<file path="src/design/pcc_pkg.sv">
// ----------------------------------------------------------------------------
// pcc_pkg
// Shared types and constants of the pump condition controller: condition word
// fields, register indexes, queue sizing and the words passed between stages.
// ----------------------------------------------------------------------------
package pcc_pkg;

    // condition word layout
    localparam int unsigned WORD_W     = 32;
    localparam int unsigned VALUE_W    = 16;
    localparam int unsigned MODE_LSB   = 16;
    localparam int unsigned INV_BIT    = 31;
    localparam int unsigned RUN_W      = 16;

    // configuration register indexes
    localparam int unsigned CFG_IDX_W  = 2;
    typedef enum logic [CFG_IDX_W-1:0] {
        REG_TRIGGER = 2'd0,
        REG_STOP_A  = 2'd1,
        REG_STOP_B  = 2'd2,
        REG_NONE    = 2'd3
    } t_reg_idx;

    // condition mode field
    typedef enum logic [1:0] {
        MODE_NEVER   = 2'd0,
        MODE_SENSOR  = 2'd1,
        MODE_RUNTIME = 2'd2,
        MODE_TRUE    = 2'd3
    } t_mode;

    // condition after classification, still to be resolved against pump state
    typedef enum logic [1:0] {
        CK_FALSE   = 2'd0,
        CK_TRUE    = 2'd1,
        CK_RUN     = 2'd2,
        CK_RUN_INV = 2'd3
    } t_cond_kind;

    // queue sizing, shared by both stages
    localparam int unsigned QDEPTH = 2;
    localparam int unsigned QPTR_W = $clog2(QDEPTH);
    localparam int unsigned QCNT_W = $clog2(QDEPTH + 1);

    // classified evaluation passed from front to back
    typedef struct packed {
        logic [WORD_W-1:0]  now;
        logic               oper;
        t_cond_kind         kind_trig;
        t_cond_kind         kind_a;
        t_cond_kind         kind_b;
        logic [VALUE_W-1:0] val_trig;
        logic [VALUE_W-1:0] val_a;
        logic [VALUE_W-1:0] val_b;
    } t_work;

    // one result word
    typedef struct packed {
        logic              pump_on;
        logic              conflict;
        logic [WORD_W-1:0] stopped_for;
        logic [RUN_W-1:0]  running_for;
    } t_result;

endpackage

</file>
<file path="src/design/pcc_front.sv">
// ----------------------------------------------------------------------------
// pcc_front
// Holds the condition registers, accepts evaluation words, classifies each
// condition as far as it can without pump state and queues the result.
// ----------------------------------------------------------------------------
module pcc_front (
    input  logic                               i_clk,
    input  logic                               i_rst_n,
    input  logic                               i_cfg_we,
    input  logic [pcc_pkg::CFG_IDX_W-1:0]      i_cfg_index,
    input  logic [pcc_pkg::WORD_W-1:0]         i_cfg_data,
    input  logic                               i_push,
    output logic                               o_full,
    input  logic [pcc_pkg::WORD_W-1:0]         i_now_seconds,
    input  logic                               i_operational,
    input  logic                               i_sensor_for_trigger,
    input  logic                               i_sensor_for_stop_a,
    input  logic                               i_sensor_for_stop_b,
    output pcc_pkg::t_work                     o_work,
    output logic                               o_work_valid,
    input  logic                               i_work_take
);

    logic [pcc_pkg::WORD_W-1:0] r_trig_cond;
    logic [pcc_pkg::WORD_W-1:0] r_stop_a_cond;
    logic [pcc_pkg::WORD_W-1:0] r_stop_b_cond;

    pcc_pkg::t_work             r_q [pcc_pkg::QDEPTH];
    logic [pcc_pkg::QPTR_W-1:0] r_wr_ptr;
    logic [pcc_pkg::QPTR_W-1:0] r_rd_ptr;
    logic [pcc_pkg::QCNT_W-1:0] r_count;

    pcc_pkg::t_work             n_work;
    logic                       accept;
    logic                       take;

    // resolve what a condition word can resolve without pump state
    function automatic pcc_pkg::t_cond_kind classify(
        input logic [pcc_pkg::WORD_W-1:0] word,
        input logic                       sensor
    );
        pcc_pkg::t_mode     mode;
        logic               inv;
        pcc_pkg::t_cond_kind kind;
        mode = pcc_pkg::t_mode'(word[pcc_pkg::MODE_LSB +: 2]);
        inv  = word[pcc_pkg::INV_BIT];
        case (mode)
            pcc_pkg::MODE_NEVER:   kind = pcc_pkg::CK_FALSE;
            pcc_pkg::MODE_SENSOR:  kind = (sensor ^ inv) ? pcc_pkg::CK_TRUE
                                                         : pcc_pkg::CK_FALSE;
            pcc_pkg::MODE_RUNTIME: kind = inv ? pcc_pkg::CK_RUN_INV
                                              : pcc_pkg::CK_RUN;
            pcc_pkg::MODE_TRUE:    kind = inv ? pcc_pkg::CK_FALSE
                                              : pcc_pkg::CK_TRUE;
            default:               kind = pcc_pkg::CK_FALSE;
        endcase
        return kind;
    endfunction

    // condition registers
    always_ff @(posedge i_clk) begin
        if (!i_rst_n) begin
            r_trig_cond   <= '0;
            r_stop_a_cond <= '0;
            r_stop_b_cond <= '0;
        end else if (i_cfg_we) begin
            case (pcc_pkg::t_reg_idx'(i_cfg_index))
                pcc_pkg::REG_TRIGGER: r_trig_cond   <= i_cfg_data;
                pcc_pkg::REG_STOP_A:  r_stop_a_cond <= i_cfg_data;
                pcc_pkg::REG_STOP_B:  r_stop_b_cond <= i_cfg_data;
                default: ;
            endcase
        end
    end

    // classify the incoming word
    always_comb begin
        n_work.now       = i_now_seconds;
        n_work.oper      = i_operational;
        n_work.kind_trig = classify(r_trig_cond, i_sensor_for_trigger);
        n_work.kind_a    = classify(r_stop_a_cond, i_sensor_for_stop_a);
        n_work.kind_b    = classify(r_stop_b_cond, i_sensor_for_stop_b);
        n_work.val_trig  = r_trig_cond[pcc_pkg::VALUE_W-1:0];
        n_work.val_a     = r_stop_a_cond[pcc_pkg::VALUE_W-1:0];
        n_work.val_b     = r_stop_b_cond[pcc_pkg::VALUE_W-1:0];
    end

    assign o_full       = (r_count == pcc_pkg::QCNT_W'(pcc_pkg::QDEPTH));
    assign accept       = i_push && !o_full;
    assign o_work_valid = (r_count != '0);
    assign take         = i_work_take && o_work_valid;
    assign o_work       = r_q[r_rd_ptr];

    // queue storage
    always_ff @(posedge i_clk) begin
        if (accept) begin
            r_q[r_wr_ptr] <= n_work;
        end
    end

    // queue pointers and fill count
    always_ff @(posedge i_clk) begin
        if (!i_rst_n) begin
            r_wr_ptr <= '0;
            r_rd_ptr <= '0;
            r_count  <= '0;
        end else begin
            if (accept) begin
                r_wr_ptr <= r_wr_ptr + 1'b1;
            end
            if (take) begin
                r_rd_ptr <= r_rd_ptr + 1'b1;
            end
            if (accept && !take) begin
                r_count <= r_count + 1'b1;
            end else if (take && !accept) begin
                r_count <= r_count - 1'b1;
            end
        end
    end

endmodule

</file>
<file path="src/design/pcc_back.sv">
// ----------------------------------------------------------------------------
// pcc_back
// Resolves classified conditions against pump state, updates the pump state
// and the start and stop times, and queues one result word per evaluation.
// ----------------------------------------------------------------------------
module pcc_back (
    input  logic                           i_clk,
    input  logic                           i_rst_n,
    input  logic                           i_trig_written,
    input  pcc_pkg::t_work                 i_work,
    input  logic                           i_work_valid,
    output logic                           o_work_take,
    output logic                           o_empty,
    input  logic                           i_pop,
    output logic                           o_pump_on,
    output logic                           o_conflict_error,
    output logic [pcc_pkg::WORD_W-1:0]     o_stopped_for_s,
    output logic [pcc_pkg::RUN_W-1:0]      o_running_for_s
);

    logic                       r_running;
    logic [pcc_pkg::WORD_W-1:0] r_start;
    logic [pcc_pkg::WORD_W-1:0] r_stop;
    logic                       r_blocked;

    pcc_pkg::t_result           r_q [pcc_pkg::QDEPTH];
    logic [pcc_pkg::QPTR_W-1:0] r_wr_ptr;
    logic [pcc_pkg::QPTR_W-1:0] r_rd_ptr;
    logic [pcc_pkg::QCNT_W-1:0] r_count;

    logic                       n_running;
    logic [pcc_pkg::WORD_W-1:0] n_start;
    logic [pcc_pkg::WORD_W-1:0] n_stop;
    logic                       n_blocked;
    pcc_pkg::t_result           n_result;

    logic [pcc_pkg::WORD_W-1:0] elapsed;
    logic                       trig;
    logic                       stop;
    logic                       err;
    logic                       fire;
    logic                       pop_ok;
    logic [pcc_pkg::WORD_W-1:0] run_diff;

    // resolve one classified condition
    function automatic logic resolve(
        input pcc_pkg::t_cond_kind        kind,
        input logic [pcc_pkg::VALUE_W-1:0] val,
        input logic                        running,
        input logic [pcc_pkg::WORD_W-1:0]  el
    );
        logic hit;
        logic r;
        hit = running && (el >= {{(pcc_pkg::WORD_W - pcc_pkg::VALUE_W){1'b0}}, val});
        case (kind)
            pcc_pkg::CK_FALSE:   r = 1'b0;
            pcc_pkg::CK_TRUE:    r = 1'b1;
            pcc_pkg::CK_RUN:     r = hit;
            pcc_pkg::CK_RUN_INV: r = !hit;
            default:             r = 1'b0;
        endcase
        return r;
    endfunction

    // advance when a word waits and the result queue has room
    assign o_empty     = (r_count == '0);
    assign pop_ok      = i_pop && !o_empty;
    assign fire        = i_work_valid &&
                         ((r_count != pcc_pkg::QCNT_W'(pcc_pkg::QDEPTH)) || pop_ok);
    assign o_work_take = fire;

    // evaluate conditions and next pump state
    always_comb begin
        elapsed   = i_work.now - r_start;
        trig      = !r_blocked &&
                    resolve(i_work.kind_trig, i_work.val_trig, r_running, elapsed);
        stop      = resolve(i_work.kind_a, i_work.val_a, r_running, elapsed) ||
                    resolve(i_work.kind_b, i_work.val_b, r_running, elapsed);
        err       = 1'b0;
        n_running = r_running;
        n_start   = r_start;
        n_stop    = r_stop;
        n_blocked = r_blocked;
        if (i_work.oper) begin
            if (stop && trig) begin
                n_blocked = 1'b1;
                err       = 1'b1;
            end else if (trig && !r_running) begin
                n_start   = i_work.now;
                n_running = 1'b1;
            end else if (stop && r_running) begin
                n_stop    = i_work.now;
                n_running = 1'b0;
            end
        end else if (r_running) begin
            n_stop    = i_work.now;
            n_running = 1'b0;
        end
    end

    // build the result word
    always_comb begin
        n_result.pump_on  = n_running;
        n_result.conflict = err;
        if (n_running) begin
            n_result.stopped_for = n_start - n_stop;
            run_diff             = i_work.now - n_start;
        end else begin
            n_result.stopped_for = i_work.now - n_stop;
            run_diff             = n_stop - n_start;
        end
        n_result.running_for = run_diff[pcc_pkg::RUN_W-1:0];
    end

    // pump state
    always_ff @(posedge i_clk) begin
        if (!i_rst_n) begin
            r_running <= 1'b0;
            r_start   <= '0;
            r_stop    <= '0;
            r_blocked <= 1'b0;
        end else begin
            if (fire) begin
                r_running <= n_running;
                r_start   <= n_start;
                r_stop    <= n_stop;
            end
            // a new trigger word releases the block
            if (i_trig_written) begin
                r_blocked <= 1'b0;
            end else if (fire) begin
                r_blocked <= n_blocked;
            end
        end
    end

    // result queue storage
    always_ff @(posedge i_clk) begin
        if (fire) begin
            r_q[r_wr_ptr] <= n_result;
        end
    end

    // result queue pointers and fill count
    always_ff @(posedge i_clk) begin
        if (!i_rst_n) begin
            r_wr_ptr <= '0;
            r_rd_ptr <= '0;
            r_count  <= '0;
        end else begin
            if (fire) begin
                r_wr_ptr <= r_wr_ptr + 1'b1;
            end
            if (pop_ok) begin
                r_rd_ptr <= r_rd_ptr + 1'b1;
            end
            if (fire && !pop_ok) begin
                r_count <= r_count + 1'b1;
            end else if (pop_ok && !fire) begin
                r_count <= r_count - 1'b1;
            end
        end
    end

    assign o_pump_on        = r_q[r_rd_ptr].pump_on;
    assign o_conflict_error = r_q[r_rd_ptr].conflict;
    assign o_stopped_for_s  = r_q[r_rd_ptr].stopped_for;
    assign o_running_for_s  = r_q[r_rd_ptr].running_for;

endmodule

</file>
<file path="src/design/pump_condition_controller.sv">
// ----------------------------------------------------------------------------
// pump_condition_controller
// Pump control from a trigger and two stop conditions, one evaluation per word.
// ----------------------------------------------------------------------------
// Takes one evaluation word per clock while full is low and returns one result
// word for each, in order. A pushed word is classified and stored in the front's
// two-entry queue, then resolved in the state update stage that writes the
// two-entry result queue. The pump state update loops on the running flag,
// block flag and start time inside the back stage, so back-to-back words
// sustain one per cycle as long as pop keeps up; either side may stall
// on its own. Condition registers are written through i_cfg_we, i_cfg_index
// and i_cfg_data, with no wait; index 3 is ignored, and a write of the trigger
// register releases a blocked trigger.
// ----------------------------------------------------------------------------
module pump_condition_controller (
    input  logic                               i_clk,
    input  logic                               i_rst_n,
    input  logic                               i_cfg_we,
    input  logic [pcc_pkg::CFG_IDX_W-1:0]      i_cfg_index,
    input  logic [pcc_pkg::WORD_W-1:0]         i_cfg_data,
    input  logic                               push,
    output logic                               full,
    input  logic [pcc_pkg::WORD_W-1:0]         i_now_seconds,
    input  logic                               i_operational,
    input  logic                               i_sensor_for_trigger,
    input  logic                               i_sensor_for_stop_a,
    input  logic                               i_sensor_for_stop_b,
    output logic                               empty,
    input  logic                               pop,
    output logic                               o_pump_on,
    output logic                               o_conflict_error,
    output logic [pcc_pkg::WORD_W-1:0]         o_stopped_for_s,
    output logic [pcc_pkg::RUN_W-1:0]          o_running_for_s
);

    pcc_pkg::t_work work;
    logic           work_valid;
    logic           work_take;
    logic           trig_written;

    // a trigger register write clears the block in the back stage
    assign trig_written = i_cfg_we &&
                          (pcc_pkg::t_reg_idx'(i_cfg_index) == pcc_pkg::REG_TRIGGER);

    pcc_front u_front (
        .i_clk                (i_clk),
        .i_rst_n              (i_rst_n),
        .i_cfg_we             (i_cfg_we),
        .i_cfg_index          (i_cfg_index),
        .i_cfg_data           (i_cfg_data),
        .i_push               (push),
        .o_full               (full),
        .i_now_seconds        (i_now_seconds),
        .i_operational        (i_operational),
        .i_sensor_for_trigger (i_sensor_for_trigger),
        .i_sensor_for_stop_a  (i_sensor_for_stop_a),
        .i_sensor_for_stop_b  (i_sensor_for_stop_b),
        .o_work               (work),
        .o_work_valid         (work_valid),
        .i_work_take          (work_take)
    );

    pcc_back u_back (
        .i_clk            (i_clk),
        .i_rst_n          (i_rst_n),
        .i_trig_written   (trig_written),
        .i_work           (work),
        .i_work_valid     (work_valid),
        .o_work_take      (work_take),
        .o_empty          (empty),
        .i_pop            (pop),
        .o_pump_on        (o_pump_on),
        .o_conflict_error (o_conflict_error),
        .o_stopped_for_s  (o_stopped_for_s),
        .o_running_for_s  (o_running_for_s)
    );

endmodule
</file>
<file path="config.mk">
export PLATFORM = sky130hd
export DESIGN_NAME = pump_condition_controller
export DESIGN_NICKNAME = d
export VERILOG_FILES = /design/src/design/pcc_pkg.sv /design/src/design/pcc_front.sv /design/src/design/pcc_back.sv /design/src/design/pump_condition_controller.sv
export SDC_FILE = /design/constraint.sdc
export NUM_CORES = 1
export LEC_CHECK = 0
export BUFFER_PORTS_ARGS = -buffer_cell sky130_fd_sc_hd__buf_2
export CORE_MARGIN = 10
export CORE_UTILIZATION = 45
export DETAILED_ROUTE_END_ITERATION = 8
export PLACE_DENSITY_LB_ADDON = 0.25
export SKIP_LAST_GASP = 1
export SYNTH_ARGS = -nofsm -noshare
export SYNTH_HDL_FRONTEND = slang
export SYNTH_SLANG_ARGS = --single-unit
export TNS_END_PERCENT = 100
</file>
<file path="constraint.sdc">
create_clock -name i_clk -period 8.4 [get_ports i_clk]
set_input_delay 1.68 -clock i_clk [delete_from_list [all_inputs] [get_ports i_clk]]
set_output_delay 1.68 -clock i_clk [all_outputs]
set_load 0.03 [all_outputs]
</file>
==> results of run 1 <==
-- power groups by stage --
| stage | clock (W) | sequential (W) | combinational (W) |
|---|---|---|---|
| final | 0.00197 | 0.00289 | 0.00561 |
| after global routing | 0.00209 | 0.00293 | 0.00620 |
| after CTS | 0.00201 | 0.00289 | 0.00527 |
| after detailed placement | 0 | 0.00294 | 0.00512 |
| after global placement | 0 | 0.00291 | 0.00500 |
| after floorplan | 0 | 0.00290 | 0.00334 |
-- sequential cells by signal, indices dropped and copies added (netlist names), 2 cells and up, named ones only --
| signal | count |
|---|---|
| u_front.r_trig_cond | 19 |
| u_front.r_q | 174 |
| u_back.r_q | 100 |
| u_back.r_count | 2 |
| u_back.r_start | 32 |
| u_front.r_count | 2 |
| u_front.r_stop_a_cond | 19 |
| u_back.r_stop | 32 |
| u_front.r_stop_b_cond | 19 |
-- per-layer routing --
metal | vias up | wire length (µm) | global-route usage
li1 | 7545 | - | -
met1 | 6949 | 23120 | 0.2262
met2 | 268 | 23170 | 0.2788
met3 | 59 | 2114 | 0.03080
met4 | 0 | 849 | 0.04266
met5 | - | 0 | 0
-- cells by family (layout without fill, tap and decap cells) --
logic type	count (synthesis)	in the layout
and+or+nand+nor	546	546
DFF	407	407
AOI/OAI and AO/OA	399	399
muxes	207	207
buffers and inverters	136	510
adders and majority gates	133	133
xor gates and xnor gates	65	65
other	0	1
-- per-stage QoR --
stage               TNS [ns]  setup slack [ns]  std cells
floorplan                  0          0.009936       1893
global placement      -1.323           -0.2027       2761
detailed placement    -2.922           -0.3311       2761
CTS                        0          0.001335       2854
global route          -2.134           -0.2392       2874
finish                     0            0.1518       2875
-- how the worst max path moves through the flow --
stage	start	endpoint	slack, ns	cells after the start
2_1_floorplan	register	u_back.r_q[0][47]$_DFFE_PP_	0.01	40
3_3_place_gp	register	u_back.r_q[0][47]$_DFFE_PP_	-0.20	39
3_5_place_dp	register	u_back.r_q[1][47]$_DFFE_PP_	-0.33	39
4_1_cts	register	u_back.r_q[1][47]$_DFFE_PP_	0.001	40
5_1_grt	register	u_back.r_q[0][44]$_DFFE_PP_	-0.24	41
6_report	register	u_back.r_q[0][44]$_DFFE_PP_	0.15	41
-- synthesized netlist by cell type (9+ instances only) --
cell	number
a21boi_0	72
a21o_1	27
a21oi_1	72
a31oi_1	10
and2_1	62
buf_1	9
clkbuf_1	50
dfxtp_1	133
edfxtp_1	274
ha_1	129
inv_1	61
mux2_2	95
mux2_4	10
mux2i_1	102
nand2_1	242
nand2b_1	19
nand3_1	35
nor2_1	92
nor2b_1	20
nor3_1	17
nor3b_1	17
o21a_1	19
o21ai_0	127
xnor2_1	45
xor2_1	20
-- repair_timing --
action                                  CTS  global route
pin swaps                                12            55
endpoints found under the setup margin   20            28
setup buffers                            15            20
resized for setup                        27           117
-- area by class of cell --
| class | instances | area share |
|---|---|---|
| clock inverters | 23 | 0.009917 |
| repair buffers | 369 | 0.09788 |
| inverters | 62 | 0.008868 |
| clock buffers | 56 | 0.04601 |
| diodes | 1 | 0.00009535 |
| multi-input cells | 1350 | 0.3931 |
| flip-flops and latches | 407 | 0.4152 |
| well taps | 607 | 0.02894 |
==> results.json, run 1 <==
{
  "via_per_inst": 5.155,
  "maxCapViolations": 0,
  "relSlewSlack": 0.3064,
  "synth_compound_area_frac": 0.1218,
  "synth_edf_count": 274,
  "place_congestion": 0.8551,
  "synth_top_family_by_area": "simple AND/OR/NAND/NOR gates",
  "hold_depth": 0,
  "muxShareOfSynthArea": 0.1061,
  "critical_path.max_fanout": 6,
  "cts.clk_slew.worst_paths_ns": 0.06,
  "overflow": 0,
  "layout_commonest_cell": "edfxtp_1",
  "fmax_ghz": 0.1212,
  "drt_iter0_drc": 953,
  "numClockSinks": 407,
  "crit_buf_inv": 4,
  "powerDensity_nw_per_um2": 398.9,
  "wl_um": 49250,
  "yosys_warnings": 0,
  "netlist_area_um2": 21120,
  "switchingPower_w": 0.003980,
  "nNetsFinal": 2440,
  "leakagePower_nw": 10.23,
  "syn_inst": 1893,
  "endpoint_kind": "register",
  "syn-num-nets": 2100,
  "slew_violations": 0,
  "required_ns": 8.72,
  "netlist.area_leader.share": 0.3895,
  "synthArstFlopShare": 0,
  "grt_max_degree": 98,
  "grt_pass1_vias": 14770,
  "yosysTopAreaCell": "edfxtp_1",
  "holdBufCountCts": 0,
  "status": "finished, final reports clean",
  "p_int_w": 0.006489,
  "crit_family": "compound AO/OA/AOI/OAI gates",
  "clk_path_buf_depth": 3,
  "ios": 127,
  "fin_util": 0.5649,
  "grt_usage": 0.1694,
  "cts_inserted_buffers": 43,
  "fin_crit_sh": 0.9819,
  "min_to": "u_front.r_q[0][39]$_DFFE_PP_",
  "vdd_drop_max_mv": 0.2881,
  "mostFrequentLayoutCells": "274 x edfxtp_1, 246 x buf_4, 242 x nand2_1",
  "root_buffer": "clkbuf_16",
  "dieWidth_um": 236.7,
  "drc_errors": 0,
  "comb_power_share": 0.536,
  "fin_skew_ns": 0.03307,
  "die_y_um": 236.7,
  "power_frac_seq": 0.276,
  "post_drt_wl_per_cell_um": 17.13,
  "core_um2": 46460,
  "worstMarginPinSlew_ns": 1.040,
  "p_clk_frac": 0.188,
  "ff2ff_setup_slack_ns": 0.15,
  "first_pass_iters": 5,
  "cp_slowest_cell": "dfxtp_4",
  "vias": 14820,
  "area_growth_pct": 24.24,
  "hold_slack_ns": 0.4424,
  "ant_nets": 0,
  "synthSimpleGateAreaFrac": 0.1227,
  "ys.flop_type": "edfxtp_1",
  "synth.yosys.seq_area_share": 0.5155,
  "dp_hpwl_um": 35200,
  "fillCellCount": 3906,
  "timing.rr.end": "u_back.r_q[0][44]$_DFFE_PP_",
  "min-delay-start": "u_front.r_trig_cond[7]$_SDFFE_PN0P_",
  "portBuffers": 113,
  "arrival_ns": 8.57,
  "synth_xor_area_frac": 0.02695,
  "setup_viol": 0,
  "clock_latency_ns": 0.59,
  "fin_crit_ns": 8.248,
  "fin_area_um2": 26240,
  "multiInputGateArea_um2": 10320,
  "htree_levels": 2,
  "synth_fa_ha_area_frac": 0.07990,
  "seqCellArea_um2": 10900,
  "swShare": 0.3802,
  "placed_area_um2": 23880,
  "antenna_found_initial": 1,
  "hold_class": "reg -> reg",
  "grt_first_pass_wirelength_um": 77850,
  "avgSynthCellArea_um2": 11.16,
  "power_w": 0.01047,
  "rsz0062_at_grt": "yes",
  "crit_type": "reg -> reg",
  "startpoint_type": "register",
  "cts_tree": "built",
  "drive_gt1_frac": 0.2872,
  "start_util": 0.4547,
  "netlist-cell-type-count": 78,
  "die_area_um2": 56010,
  "critPathMaxStageDelay_ns": 0.42,
  "ys_seq_elements": 407,
  "synth_area_leaders": "edfxtp_1 39%, dfxtp_1 13%, ha_1 7.6%",
  "core.rowCount": 79,
  "r2r_cells": 41,
  "final_hold_viol_count": 0
}
Power figures use the tool's default switching activity.
==> run 2: changes to the inputs <==
==> constraint.sdc (replaced) <==
create_clock -name i_clk -period 8.4 [get_ports i_clk]
set_input_delay 2.52 -clock i_clk [delete_from_list [all_inputs] [get_ports i_clk]]
set_output_delay 2.52 -clock i_clk [all_outputs]
set_load 0.03 [all_outputs]
==> results.json, run 2 (same netlist as run 1, synthesis figures left out) <==
{
  "setup_viol": 0,
  "placed_area_um2": 23910,
  "root_buffer": "clkbuf_16",
  "core.rowCount": 79,
  "grt_pass1_vias": 14720,
  "diodes": 0,
  "worstMarginPinSlew_ns": 1.241,
  "vias": 14870,
  "final_hold_viol_count": 0,
  "first_pass_iters": 5,
  "wl_um": 48300,
  "crit_type": "reg -> reg",
  "hold_slack_ns": 0.4446,
  "crit_top_cell": "a21o_1",
  "drc_errors": 0,
  "mostFrequentLayoutCells": "274 x edfxtp_1, 242 x nand2_1, 237 x buf_4",
  "cts_inserted_buffers": 43,
  "arrival_ns": 8.59,
  "clock_latency_ns": 0.58,
  "ant_nets": 0,
  "fin_setup_tns_ns": 0,
  "dieWidth_um": 236.7,
  "core_um2": 46460,
  "holdBufCountCts": 0,
  "power_w": 0.01027,
  "vdd_drop_max_mv": 0.2776,
  "via_per_inst": 5.191,
  "reg.largest.list": "u_front.r_q: 174 flops, u_back.r_q: 100 flops",
  "overflow": 0,
  "maxCapViolations": 0,
  "slew_violations": 0,
  "portBuffers": 113,
  "die_area_um2": 56010,
  "antenna_found_initial": 1,
  "layout_commonest_cell": "edfxtp_1",
  "cts.clk_slew.worst_paths_ns": 0.06,
  "regMostFlops": "u_front.r_q",
  "critPathMaxStageDelay_ns": 0.41,
  "start_util": 0.4547,
  "die_y_um": 236.7,
  "fin_crit_sh": 0.9847,
  "grt_usage": 0.1688,
  "grt_first_pass_wirelength_um": 77540,
  "cp_slowest_cell": "dfxtp_4",
  "startpoint_type": "register",
  "fmax_ghz": 0.1209,
  "ff2ff_setup_slack_ns": 0.13,
  "relSlewSlack": 0.1724,
  "status": "finished, final reports clean",
  "required_ns": 8.72,
  "grt_max_degree": 134,
  "rsz0062_at_grt": "yes",
  "place_congestion": 0.8533,
  "htree_levels": 2,
  "numClockSinks": 407,
  "drt_iter0_drc": 954,
  "fin_area_um2": 25910,
  "fin_skew_ns": 0.02016,
  "dp_hpwl_um": 34810,
  "powerDensity_nw_per_um2": 396.4,
  "ios": 127,
  "leakagePower_nw": 10.12,
  "area_growth_pct": 22.64,
  "clk_path_buf_depth": 3,
  "nNetsFinal": 2430,
  "largest_reg_flops": 174,
  "critical_path.max_fanout": 7,
  "drive_gt1_frac": 0.2733,
  "post_drt_wl_per_cell_um": 16.86,
  "fin_crit_ns": 8.272,
  "hold_class": "reg -> reg",
  "endpoint_kind": "register",
  "cts_tree": "built"
}
run 2: changes by cell type in the layout (fill, tap and decap cells not counted), sizes merged:
cell / delta
buf: -10
clkinv: +3
clkinvlp: -1
diode: -1
inv: -1
run 2: final cells by class:
cell class / count / area (µm²)
sequential: 407 / 10900
tap: 607 / 759.5
clock buffer: 56 / 1155
clock inverter: 24 / 285.3
multi-input combinational: 1350 / 10110
fill: 3961 / 20550
timing repair buffer: 359 / 2466
inverter: 62 / 232.7
run 2: power by group:
| group | switching (W) | internal (W) |
|---|---|---|
| Combinational | 0.00300 | 0.00246 |
| Sequential | 0.000113 | 0.00277 |
| Clock | 0.000787 | 0.00113 |
run 2: worst paths after layout:
kind | start | endpoint | cells past startpoint
max | register | u_back.r_q[1][47]$_DFFE_PP_ | 40
min | u_front.r_trig_cond[6]$_SDFFE_PN0P_ | u_front.r_q[0][38]$_DFFE_PP_ | 0
max reg2reg | register | u_back.r_q[1][47]$_DFFE_PP_ | 40
min reg2reg | u_front.r_trig_cond[6]$_SDFFE_PN0P_ | u_front.r_q[0][38]$_DFFE_PP_ | 0
run 2: critical path: cells and delay by family (launching register included):
| family | cells | cell delay (ns) |
|---|---|---|
| AO/OA/AOI/OAI | 19 | 3.48 |
| AND/OR/NAND/NOR | 10 | 1.88 |
| adder cells (fa/ha/maj) | 3 | 0.87 |
| multiplexers | 2 | 0.58 |
| buffers and inverters | 4 | 0.52 |
| flip-flops | 1 | 0.41 |
| XOR/XNOR | 2 | 0.26 |
run 2: through the flow:
| step | utilization | worst slack [ns] | std cells |
|---|---|---|---|
| after floorplan | - | 0.009936 | 1893 |
| after global placement | 0.5146 | -0.2755 | 2764 |
| after detailed placement | 0.5146 | -0.3262 | 2764 |
| after CTS | 0.5504 | 0.004698 | 2854 |
| after global routing | 0.5577 | -0.4045 | 2865 |
| final | 0.5577 | 0.1284 | 2865 |
run 2: what timing repair did:
| item | CTS | global route |
|---|---|---|
| setup endpoints to repair | 20 | 28 |
| setup buffers | 10 | 11 |
| pin swaps | 22 | 47 |
| gates resized for setup | 38 | 77 |
run 2: layer usage:
| metal | up-vias | track usage | wire length (µm) |
|---|---|---|---|
| met5 | - | 0 | 0 |
| met4 | 0 | 0.05134 | 1037 |
| met3 | 59 | 0.02721 | 2051 |
| met2 | 254 | 0.2744 | 22570 |
| met1 | 7023 | 0.2271 | 22650 |
| li1 | 7536 | - | - |
==> run 3: changes to the inputs <==
- REMOVE_ABC_BUFFERS: unset -> 1
==> results.json, run 3 (same netlist as run 1, synthesis figures left out) <==
{
  "status": "finished, final reports clean",
  "cts_inserted_buffers": 43,
  "ios": 127,
  "startpoint_type": "register",
  "die_y_um": 236.7,
  "placed_area_um2": 23950,
  "core_um2": 46460,
  "multiInputGateArea_um2": 10420,
  "largest_reg_flops": 174,
  "powerDensity_nw_per_um2": 396.7,
  "crit_type": "reg -> reg",
  "dpl_worst_slack_ns": -0.4371,
  "vias": 15280,
  "post_drt_wl_per_cell_um": 17.56,
  "core.rowCount": 79,
  "r2r_cells": 39,
  "first_pass_iters": 7,
  "drc_errors": 0,
  "ant_nets": 0,
  "worstMarginPinSlew_ns": 1.250,
  "layout_setup_ws_ns": 0.2325,
  "fin_crit_ns": 8.167,
  "layout_commonest_cell": "edfxtp_1",
  "critical_path.max_fanout": 7,
  "fmax_ghz": 0.1224,
  "via_per_inst": 5.327,
  "critPathMaxStageDelay_ns": 0.47,
  "required_ns": 8.71,
  "grt_pass1_vias": 15220,
  "setup_viol": 0,
  "grt_first_pass_wirelength_um": 79850,
  "arrival_ns": 8.48,
  "overflow": 0,
  "mostFrequentLayoutCells": "274 x edfxtp_1, 240 x nand2_1, 229 x buf_4",
  "portBuffers": 113,
  "fin_skew_ns": 0.01693,
  "crit_top_cell": "buf_4",
  "grt_max_degree": 134,
  "die_area_um2": 56010,
  "start_util": 0.4547,
  "vdd_drop_max_mv": 0.2109,
  "maxCapViolations": 0,
  "fin_area_um2": 26270,
  "rsz0062_at_grt": "yes",
  "dp_hpwl_um": 34630,
  "area_growth_pct": 24.34,
  "relSlewSlack": 0.1670,
  "place_congestion": 0.9001,
  "power_w": 0.01042,
  "seqCellArea_um2": 10900,
  "drt_iter0_drc": 828,
  "final_hold_viol_count": 0,
  "clk_path_buf_depth": 3,
  "fin_util": 0.5654,
  "hold_class": "reg -> reg",
  "numClockSinks": 407,
  "regMostFlops": "u_front.r_q",
  "cp_slowest_cell": "dfxtp_4",
  "grt_usage": 0.1732,
  "reg.largest.list": "u_front.r_q: 174 flops, u_back.r_q: 100 flops",
  "fillCellCount": 3880,
  "slew_violations": 0,
  "endpoint_kind": "register",
  "wl_um": 50380,
  "drive_gt1_frac": 0.2901,
  "hold_slack_ns": 0.4496,
  "htree_levels": 2,
  "fin_crit_sh": 0.9723,
  "clock_latency_ns": 0.58,
  "hold_depth": 0,
  "root_buffer": "clkbuf_16",
  "leakagePower_nw": 10.19,
  "dieWidth_um": 236.7,
  "cts.clk_slew.worst_paths_ns": 0.06,
  "antenna_found_initial": 4,
  "nNetsFinal": 2434,
  "cts_tree": "built"
}
[run 3: cell count changes in the layout (fill, tap and decap cells not counted), sizes merged]
cell      previous run  this run
clkinv              17        16
buf                359       363
diode                0         1
bufinv               5         3
clkbuf              56        57
clkinvlp             2         3
[run 3: area by class of cell]
class | count | area share
Tap cell | 607 | 0.02892
Antenna cell | 1 | 0.00009527
Clock inverter | 22 | 0.008765
Sequential cell | 407 | 0.4148
Multi-Input combinational cell | 1350 | 0.3966
Timing Repair Buffer | 363 | 0.09861
Clock buffer | 57 | 0.04335
Inverter | 62 | 0.008861
[run 3: path summary, 6_finish.rpt]
kind | startpoint | endpoint | slack, ns
worst max register to register | register | u_back.r_q[0][47]$_DFFE_PP_ | 0.23
worst max-delay path | register | u_back.r_q[0][47]$_DFFE_PP_ | 0.23
worst min register to register | u_front.r_stop_a_cond[1]$_SDFFE_PN0P_ | u_front.r_q[1][17]$_DFFE_PP_ | 0.45
worst min-delay path | u_front.r_stop_a_cond[1]$_SDFFE_PN0P_ | u_front.r_q[1][17]$_DFFE_PP_ | 0.45
[run 3: metrics by stage]
stage,std cells,setup TNS (ns)
after floorplan,1819,-818.34
after global placement,2766,-3.126
after detailed placement,2766,-4.788
after CTS,2853,-0.02438
after global routing,2869,-1.000
final,2869,0
[run 3: routing by layer]
metal	share of wire	up-vias	routed length [µm]	track usage
met5	0.00052	-	26	0
met4	0.024	6	1219	0.04845
met3	0.037	77	1875	0.02848
met2	0.49	252	24890	0.3027
met1	0.44	7404	22370	0.2166
li1	-	7545	-	-
[run 3: repair_timing]
item,CTS,global route
gates cloned,1,0
buffers inserted,7,16
gates resized for setup,63,121
setup endpoints to repair,20,31
hold buffers,0,0
pin swaps,29,68
[run 3: critical path: cells and delay by family (launching register included)]
| family | cells | cell delay [ns] |
|---|---|---|
| flops | 1 | 0.47 |
| mux | 1 | 0.35 |
| compound gates | 16 | 2.92 |
| buf+inv | 7 | 0.95 |
| fa+ha+maj | 3 | 0.98 |
| simple gates | 10 | 1.86 |
| xor+xnor | 2 | 0.35 |
[run 3: power breakdown]
| part | switching, W | internal (W) |
|---|---|---|
| Clock | 0.000789 | 0.00106 |
| Sequential | 0.000118 | 0.00277 |
| Combinational | 0.00311 | 0.00258 |
